`src/rtl/core/lrupr_pkg.sv`:
```
// Shared types and constants for the LRU page replacement unit.
// No dependencies; imported by the cell, the top level and the checker.
package lrupr_pkg;

   localparam int PAGE_FIELD_W = 16;
   localparam int FAULT_W      = 32;
   localparam int CSR_W        = 5;

   localparam logic [CSR_W-1:0] FRAME_COUNT_RESET = 5'd4;

   // per-transfer control broadcast to every cell of the recency stack
   typedef struct packed {
      logic accept;   // input transfer this cycle
      logic hit;      // page found somewhere in the stack
      logic full;     // occupancy has reached the active frame count
      logic clear;    // last reference: drop all entries after this one
   } lrupr_ctl_type;

endpackage

```
`src/rtl/core/lru_page_replacement_unit.sv`:
```
// LRU page replacement unit: the result is registered, valid in the cycle after a transfer.
// One reference per cycle unless stalled; all cells compare and shift together.
// Recency is kept as a chain of FRAMES cells ordered most recent first.
// Synchronous active-high reset empties all frames, zeroes the fault count and
// sets the frame count register to 4. Page storage itself is not reset.
// Depends on lrupr_pkg and lrupr_cell.
module lru_page_replacement_unit
   import lrupr_pkg::*;
#(
   parameter int FRAMES    = 16,
   parameter int PAGE_BITS = 16
) (
   input  logic                    clock,
   input  logic                    reset,
   // configuration
   input  logic                    csr_wr_en,
   input  logic [CSR_W-1:0]        csr_wr_data,
   // reference stream
   input  logic                    req_valid,
   output logic                    req_stall,
   input  logic [PAGE_FIELD_W-1:0] req_page_number,
   input  logic                    req_last_ref,
   // results
   output logic                    rsp_valid,
   input  logic                    rsp_stall,
   output logic                    rsp_hit,
   output logic                    rsp_evicted_valid,
   output logic [PAGE_FIELD_W-1:0] rsp_evicted_page,
   output logic [FAULT_W-1:0]      rsp_fault_total,
   output logic                    rsp_string_done
);

   // stored page width: the port is 16 bits, PAGE_BITS may narrow it further
   localparam int SW    = (PAGE_BITS < PAGE_FIELD_W) ? PAGE_BITS : PAGE_FIELD_W;
   localparam int IDX_W = (FRAMES > 1) ? $clog2(FRAMES) : 1;
   localparam logic [6:0] FRAMES_C = 7'(FRAMES);

   // ---------------------------------------------------------------
   // configuration register
   // ---------------------------------------------------------------
   logic [CSR_W-1:0] frame_count_ff, frame_count_in;

   assign frame_count_in = csr_wr_en ? csr_wr_data : frame_count_ff;

   always_ff @(posedge clock) begin
      if (reset) begin
         frame_count_ff <= FRAME_COUNT_RESET;
      end else begin
         frame_count_ff <= frame_count_in;
      end
   end

   // active frames minus one, clamped to 1..FRAMES
   logic [6:0] fc_ext;
   logic [6:0] active_m1;

   always_comb begin
      fc_ext = 7'(frame_count_ff);
      if (fc_ext == 7'd0) begin
         active_m1 = 7'd0;
      end else if (fc_ext > FRAMES_C) begin
         active_m1 = FRAMES_C - 7'd1;
      end else begin
         active_m1 = fc_ext - 7'd1;
      end
   end

   // ---------------------------------------------------------------
   // handshake: the output register frees the input side whenever it
   // is empty or its result is being transferred this cycle
   // ---------------------------------------------------------------
   logic accept;

   assign req_stall = rsp_valid && rsp_stall;
   assign accept    = req_valid && !req_stall;

   // ---------------------------------------------------------------
   // recency stack: cell 0 is most recent, valid entries form a prefix
   // ---------------------------------------------------------------
   logic [SW-1:0]     req_page;
   logic [SW-1:0]     cell_page [FRAMES];
   logic [FRAMES-1:0] cell_valid;
   logic [FRAMES:0]   valid_ext;
   logic [FRAMES:0]   tail;
   lrupr_ctl_type     ctl;
   logic              hit;
   logic              full;

   assign req_page    = req_page_number[SW-1:0];
   assign tail[FRAMES] = 1'b0;
   assign hit         = tail[0];
   assign valid_ext   = {1'b0, cell_valid};

   // occupancy reaches the active count exactly when that cell is valid;
   // a lowered count leaves deeper cells valid, which still reads as full
   assign full = cell_valid[active_m1[IDX_W-1:0]];

   assign ctl.accept = accept;
   assign ctl.hit    = hit;
   assign ctl.full   = full;
   assign ctl.clear  = accept && req_last_ref;

   for (genvar i = 0; i < FRAMES; i++) begin : g_cell
      logic [SW-1:0] up_page;
      logic          up_valid;

      if (i == 0) begin : g_head
         // the head cell loads the referenced page on every transfer
         assign up_page  = req_page;
         assign up_valid = 1'b1;
      end else begin : g_body
         assign up_page  = cell_page[i-1];
         assign up_valid = cell_valid[i-1];
      end

      lrupr_cell #(
         .PAGE_W (SW)
      ) u_cell (
         .clock     (clock),
         .reset     (reset),
         .ctl       (ctl),
         .req_page  (req_page),
         .up_page   (up_page),
         .up_valid  (up_valid),
         .tail_in   (tail[i+1]),
         .tail_out  (tail[i]),
         .page_out  (cell_page[i]),
         .valid_out (cell_valid[i])
      );
   end

   // ---------------------------------------------------------------
   // victim: the deepest valid cell (least recent)
   // ---------------------------------------------------------------
   logic [SW-1:0] victim_page;
   logic          evict;

   always_comb begin
      victim_page = '0;
      for (int i = 0; i < FRAMES; i++) begin
         if (valid_ext[i] && !valid_ext[i+1]) begin
            victim_page = victim_page | cell_page[i];
         end
      end
   end

   assign evict = !hit && full;

   // ---------------------------------------------------------------
   // fault counter, saturating, cleared after the last reference
   // ---------------------------------------------------------------
   logic [FAULT_W-1:0] fault_ff, fault_in;
   logic [FAULT_W-1:0] fault_next;

   assign fault_next = (!hit && !(&fault_ff)) ? fault_ff + 1'b1 : fault_ff;

   always_comb begin
      fault_in = fault_ff;
      if (accept) begin
         fault_in = req_last_ref ? '0 : fault_next;
      end
   end

   always_ff @(posedge clock) begin
      if (reset) begin
         fault_ff <= '0;
      end else begin
         fault_ff <= fault_in;
      end
   end

   // ---------------------------------------------------------------
   // output register
   // ---------------------------------------------------------------
   logic                    rsp_valid_ff, rsp_valid_in;
   logic                    hit_ff;
   logic                    evict_ff;
   logic [PAGE_FIELD_W-1:0] evict_page_ff;
   logic [FAULT_W-1:0]      total_ff;
   logic                    done_ff;

   always_comb begin
      if (accept) begin
         rsp_valid_in = 1'b1;
      end else if (!rsp_stall) begin
         rsp_valid_in = 1'b0;
      end else begin
         rsp_valid_in = rsp_valid_ff;
      end
   end

   always_ff @(posedge clock) begin
      if (reset) begin
         rsp_valid_ff <= 1'b0;
      end else begin
         rsp_valid_ff <= rsp_valid_in;
      end
   end

   always_ff @(posedge clock) begin
      if (accept) begin
         hit_ff        <= hit;
         evict_ff      <= evict;
         evict_page_ff <= evict ? PAGE_FIELD_W'(victim_page) : '0;
         total_ff      <= fault_next;
         done_ff       <= req_last_ref;
      end
   end

   assign rsp_valid         = rsp_valid_ff;
   assign rsp_hit           = hit_ff;
   assign rsp_evicted_valid = evict_ff;
   assign rsp_evicted_page  = evict_page_ff;
   assign rsp_fault_total   = total_ff;
   assign rsp_string_done   = done_ff;

endmodule

```
`src/rtl/core/lrupr_cell.sv`:
```
// One entry of the LRU recency stack: a page and its valid bit.
// Depends on lrupr_pkg; instantiated in a chain by lru_page_replacement_unit.
module lrupr_cell
   import lrupr_pkg::*;
#(
   parameter int PAGE_W = 16
) (
   input  logic              clock,
   input  logic              reset,
   input  lrupr_ctl_type     ctl,
   input  logic [PAGE_W-1:0] req_page,
   input  logic [PAGE_W-1:0] up_page,
   input  logic              up_valid,
   input  logic              tail_in,
   output logic              tail_out,
   output logic [PAGE_W-1:0] page_out,
   output logic              valid_out
);

   logic [PAGE_W-1:0] page_ff, page_in;
   logic              valid_ff, valid_in;
   logic              match;
   logic              take;

   assign match    = valid_ff && (page_ff == req_page);
   // true when the hit lies at this entry or deeper in the stack
   assign tail_out = tail_in | match;

   // hit: entries above the hit move down one
   // miss with room: every valid entry moves down, the first free one fills
   // miss when full: valid entries move down, the deepest one falls out
   always_comb begin
      if (ctl.hit) begin
         take = ctl.accept && tail_out;
      end else if (ctl.full) begin
         take = ctl.accept && valid_ff;
      end else begin
         take = ctl.accept && up_valid;
      end
      page_in  = take ? up_page : page_ff;
      valid_in = ctl.clear ? 1'b0 : (take ? up_valid : valid_ff);
   end

   always_ff @(posedge clock) begin
      if (reset) begin
         valid_ff <= 1'b0;
      end else begin
         valid_ff <= valid_in;
      end
   end

   always_ff @(posedge clock) begin
      page_ff <= page_in;
   end

   assign page_out  = page_ff;
   assign valid_out = valid_ff;

endmodule

```
`config.mk`:
```
export PLATFORM = sky130hd
export DESIGN_NAME = lru_page_replacement_unit
export DESIGN_NICKNAME = d
export VERILOG_FILES = /design/src/rtl/core/lrupr_pkg.sv /design/src/rtl/core/lru_page_replacement_unit.sv /design/src/rtl/core/lrupr_cell.sv
export SDC_FILE = /design/constraint.sdc
export NUM_CORES = 1
export LEC_CHECK = 0
export BUFFER_PORTS_ARGS = -buffer_cell sky130_fd_sc_hd__buf_2
export CAP_MARGIN = 5
export CORE_ASPECT_RATIO = 2
export CORE_MARGIN = 2
export CORE_UTILIZATION = 25
export CTS_BUF_LIST = sky130_fd_sc_hd__clkbuf_8
export DETAILED_ROUTE_END_ITERATION = 7
export SETUP_SLACK_MARGIN = 0.02
export SYNTH_ARGS = -nofsm -noshare
export SYNTH_HDL_FRONTEND = slang
export SYNTH_SLANG_ARGS = --single-unit
```
`constraint.sdc`:
```
create_clock -name clock -period 6.18 [get_ports clock]
set_input_delay 0.309 -clock clock [delete_from_list [all_inputs] [get_ports clock]]
set_output_delay 0.309 -clock clock [all_outputs]
set_load 0.01 [all_outputs]
```
==> results.cfg <==
[sta]
period_share_pct = 70.4
setup_violations = 0
rsz0062_at_grt = no
timing.hold.ws_ps = 49.8
timing.fmax_ghz = 0.230
setup_tns_ps = 0
slew_headroom_pct = 17.6
skew_ps = 85.5
hold_violations = 0
tightest_slew_ps = 1240
slew_violations = 0
min_period_ps = 4350

[die]
die_y_um = 396
initial_core_util_pct = 25.3
num_rows = 143
core_um2 = 76000
ios = 80
die-area_um2 = 79300
die_w_um = 200

[worst_setup_path]
end_kind = flop
start_kind = flop
arrival_ps = 4640
worstPathMaxFanout = 19
worstPathRequired_ps = 6470
path_class = flop to flop

[power]
ir_drop_mv = 0.132
p_leak_nw = 7.20
power.density_nw_per_um2 = 251

[synthesis]
avgSynthCellArea_um2 = 11.6
ys.flop_type = edfxtp_1
synth_warnings = 0
synth_cell_types = 90
ys_ff_latch = 361
netlist_area_um2 = 19200
netlist_instances = 1664
ys_seq_area_share_pct = 53.6
synth_fp_nets = 1693
synthArstFlopShare_pct = 0
synth_edf_count = 307

[clocking]
htree_levels = 2
numCtsBuffers = 57
clk-insertion-delay-late_ps = 740
cts.sinks = 361
cts_tree = yes
clockBufferDepth = 3
path_clk_slew_ps = 70
cts-root-buf = clkbuf_8

[detailed_routing]
drtPass1Iterations = 8
detailedRoute.firstIterationViolations = 1689
drc = 0
wirelength_um = 88500
via_per_inst = 5.48
ant_nets = 0
via_count = 15400
detail_route.wl_per_cell_um = 31.6

[final_layout]
fin_nets = 1768
layout_commonest_cell = edfxtp_1
final_cell_mix = edfxtp_1 (307), xor2_1 (180), xnor2_1 (109), nor2_1 (100), nand2_1 (91)
syn2layout_area_growth_pct = 14.1
nFillCells = 7770
drive_gt1_share_pct = 14.8

[placement]
gp_congestion = 1.05
port_buffers = 79
place_hpwl_um = 66700

[global_route]
grt_pass1_vias = 15500
grtUsageTotal_pct = 21.8
grt_overflow = 0
grt_max_degree = 75
antenna_found_initial = 2
grt_pass1_wl_um = 121000

[run_status]
status = finished clean

[hold_path]
hold_path.class = primary input to flop

[job]
max_cap_viol_count = 0
==> cell families (layout without fill, tap and decap cells) <==
group,Yosys count,count (layout),synth area share (%)
AND/OR/NAND/NOR,532,532,15.7
flip-flops,361,361,53.6
AO/OA/AOI/OAI,316,316,12.2
XOR/XNOR,290,290,13.2
buffers and inverters,137,260,3.87
multiplexers,24,24,1.27
adder cells (fa/ha/maj),4,4,0.234
other,0,1,0
==> registers in the layout, summed over array words and instances (netlist names) <==
| signal | flops |
|---|---|
| g_cell.u_cell.page_out | 256 |
| fault_ff | 32 |
| rsp_fault_total | 32 |
| g_cell.u_cell.valid_out | 16 |
| rsp_evicted_page | 16 |
| frame_count_ff | 5 |
| rsp_evicted_valid | 1 |
| rsp_hit | 1 |
| rsp_string_done | 1 |
| rsp_valid | 1 |
==> final timing paths <==
check	cells after the start	slack [ps]	endpoint	startpoint
worst max-delay path	10	1830	g_cell[12].u_cell.page_out[3]	frame_count_ff[0]
worst min-delay path	3	50	frame_count_ff[4]	csr_wr_en
worst max register to register	10	1830	g_cell[12].u_cell.page_out[3]	frame_count_ff[0]
worst min register to register	0	500	g_cell[3].u_cell.page_out[0]	g_cell[2].u_cell.page_out[0]
==> layout make-up <==
| class | count | area, um^2 | area share [%] |
|---|---|---|---|
| Sequential cell | 361 | 10300 | 46.9 |
| Multi-Input combinational cell | 1166 | 8250 | 37.6 |
| Tap cell | 1015 | 1270 | 5.79 |
| Timing Repair Buffer | 132 | 818 | 3.73 |
| Clock buffer | 59 | 812 | 3.70 |
| Clock inverter | 48 | 414 | 1.89 |
| Inverter | 21 | 78.8 | 0.359 |
| Antenna cell | 1 | 2.50 | 0.0114 |
==> metal layers <==
| metal | vias up | GRT usage (%) | share of wire [%] |
|---|---|---|---|
| li1 | 6518 | - | - |
| met1 | 7647 | 20.5 | 32 |
| met2 | 892 | 41.1 | 53 |
| met3 | 298 | 3.99 | 6.2 |
| met4 | 2 | 17.4 | 9.3 |
| met5 | - | 0 | 0.015 |
==> where the power goes <==
group	switching (mW)	leakage, nW	internal (mW)
registers	0.0438	3.26	2.66
logic	0.374	3.28	0.140
clock network	1.12	0.662	1.16
==> synthesized netlist by cell type, types with 22 or more instances <==
library cell / count / share of area [%]
nand3_1: 70 / 1.8
nand2_1: 91 / 1.8
clkbuf_1: 68 / 1.3
xor2_1: 180 / 8.2
nor4_1: 57 / 1.9
edfxtp_1: 307 / 48
nor2_1: 104 / 2.0
a31oi_1: 24 / 0.78
a22oi_1: 86 / 3.4
nand4_1: 47 / 1.5
a21oi_1: 32 / 0.83
a221oi_1: 23 / 1.0
xnor2_1: 109 / 5.0
dfxtp_1: 54 / 5.6
o21ai_0: 35 / 0.91
a22o_1: 22 / 1.0
==> worst max-delay path: stages (launching register included) <==
cell and delay [ps]:
dfxtp_1 430, inv_1 240, ha_1 290, nor3b_2 400
o31ai_1 100, a2111oi_0 490, o21ai_0 290, o22ai_4 520
a21oi_1 140, nor2_1 130, o21a_1 920
==> repair_timing <==
| action | in CTS | in global routing |
|---|---|---|
| buffers inserted | 0 | 0 |
| endpoints found under the hold margin | 6 | 0 |
| gates resized for setup | 0 | 0 |
| hold buffers | 10 | 0 |
==> stage by stage <==
step | cell area [um^2] | setup WS (ps) | instances | total power [mW] | utilization (%)
3_5_place_dp | 20600 | 1850 | 2685 | 3.24 | 27.1
4_1_cts | 21900 | 1840 | 2802 | 5.51 | 28.9
6_report | 21900 | 1830 | 2803 | 5.50 | 28.9
2_1_floorplan | 19200 | 2160 | 1664 | 3.04 | -
5_1_grt | 21900 | 1450 | 2803 | 5.64 | 28.9
3_3_place_gp | 20600 | 1770 | 2685 | 3.24 | 27.1
Note: power is estimated with default switching activity, not from simulation.
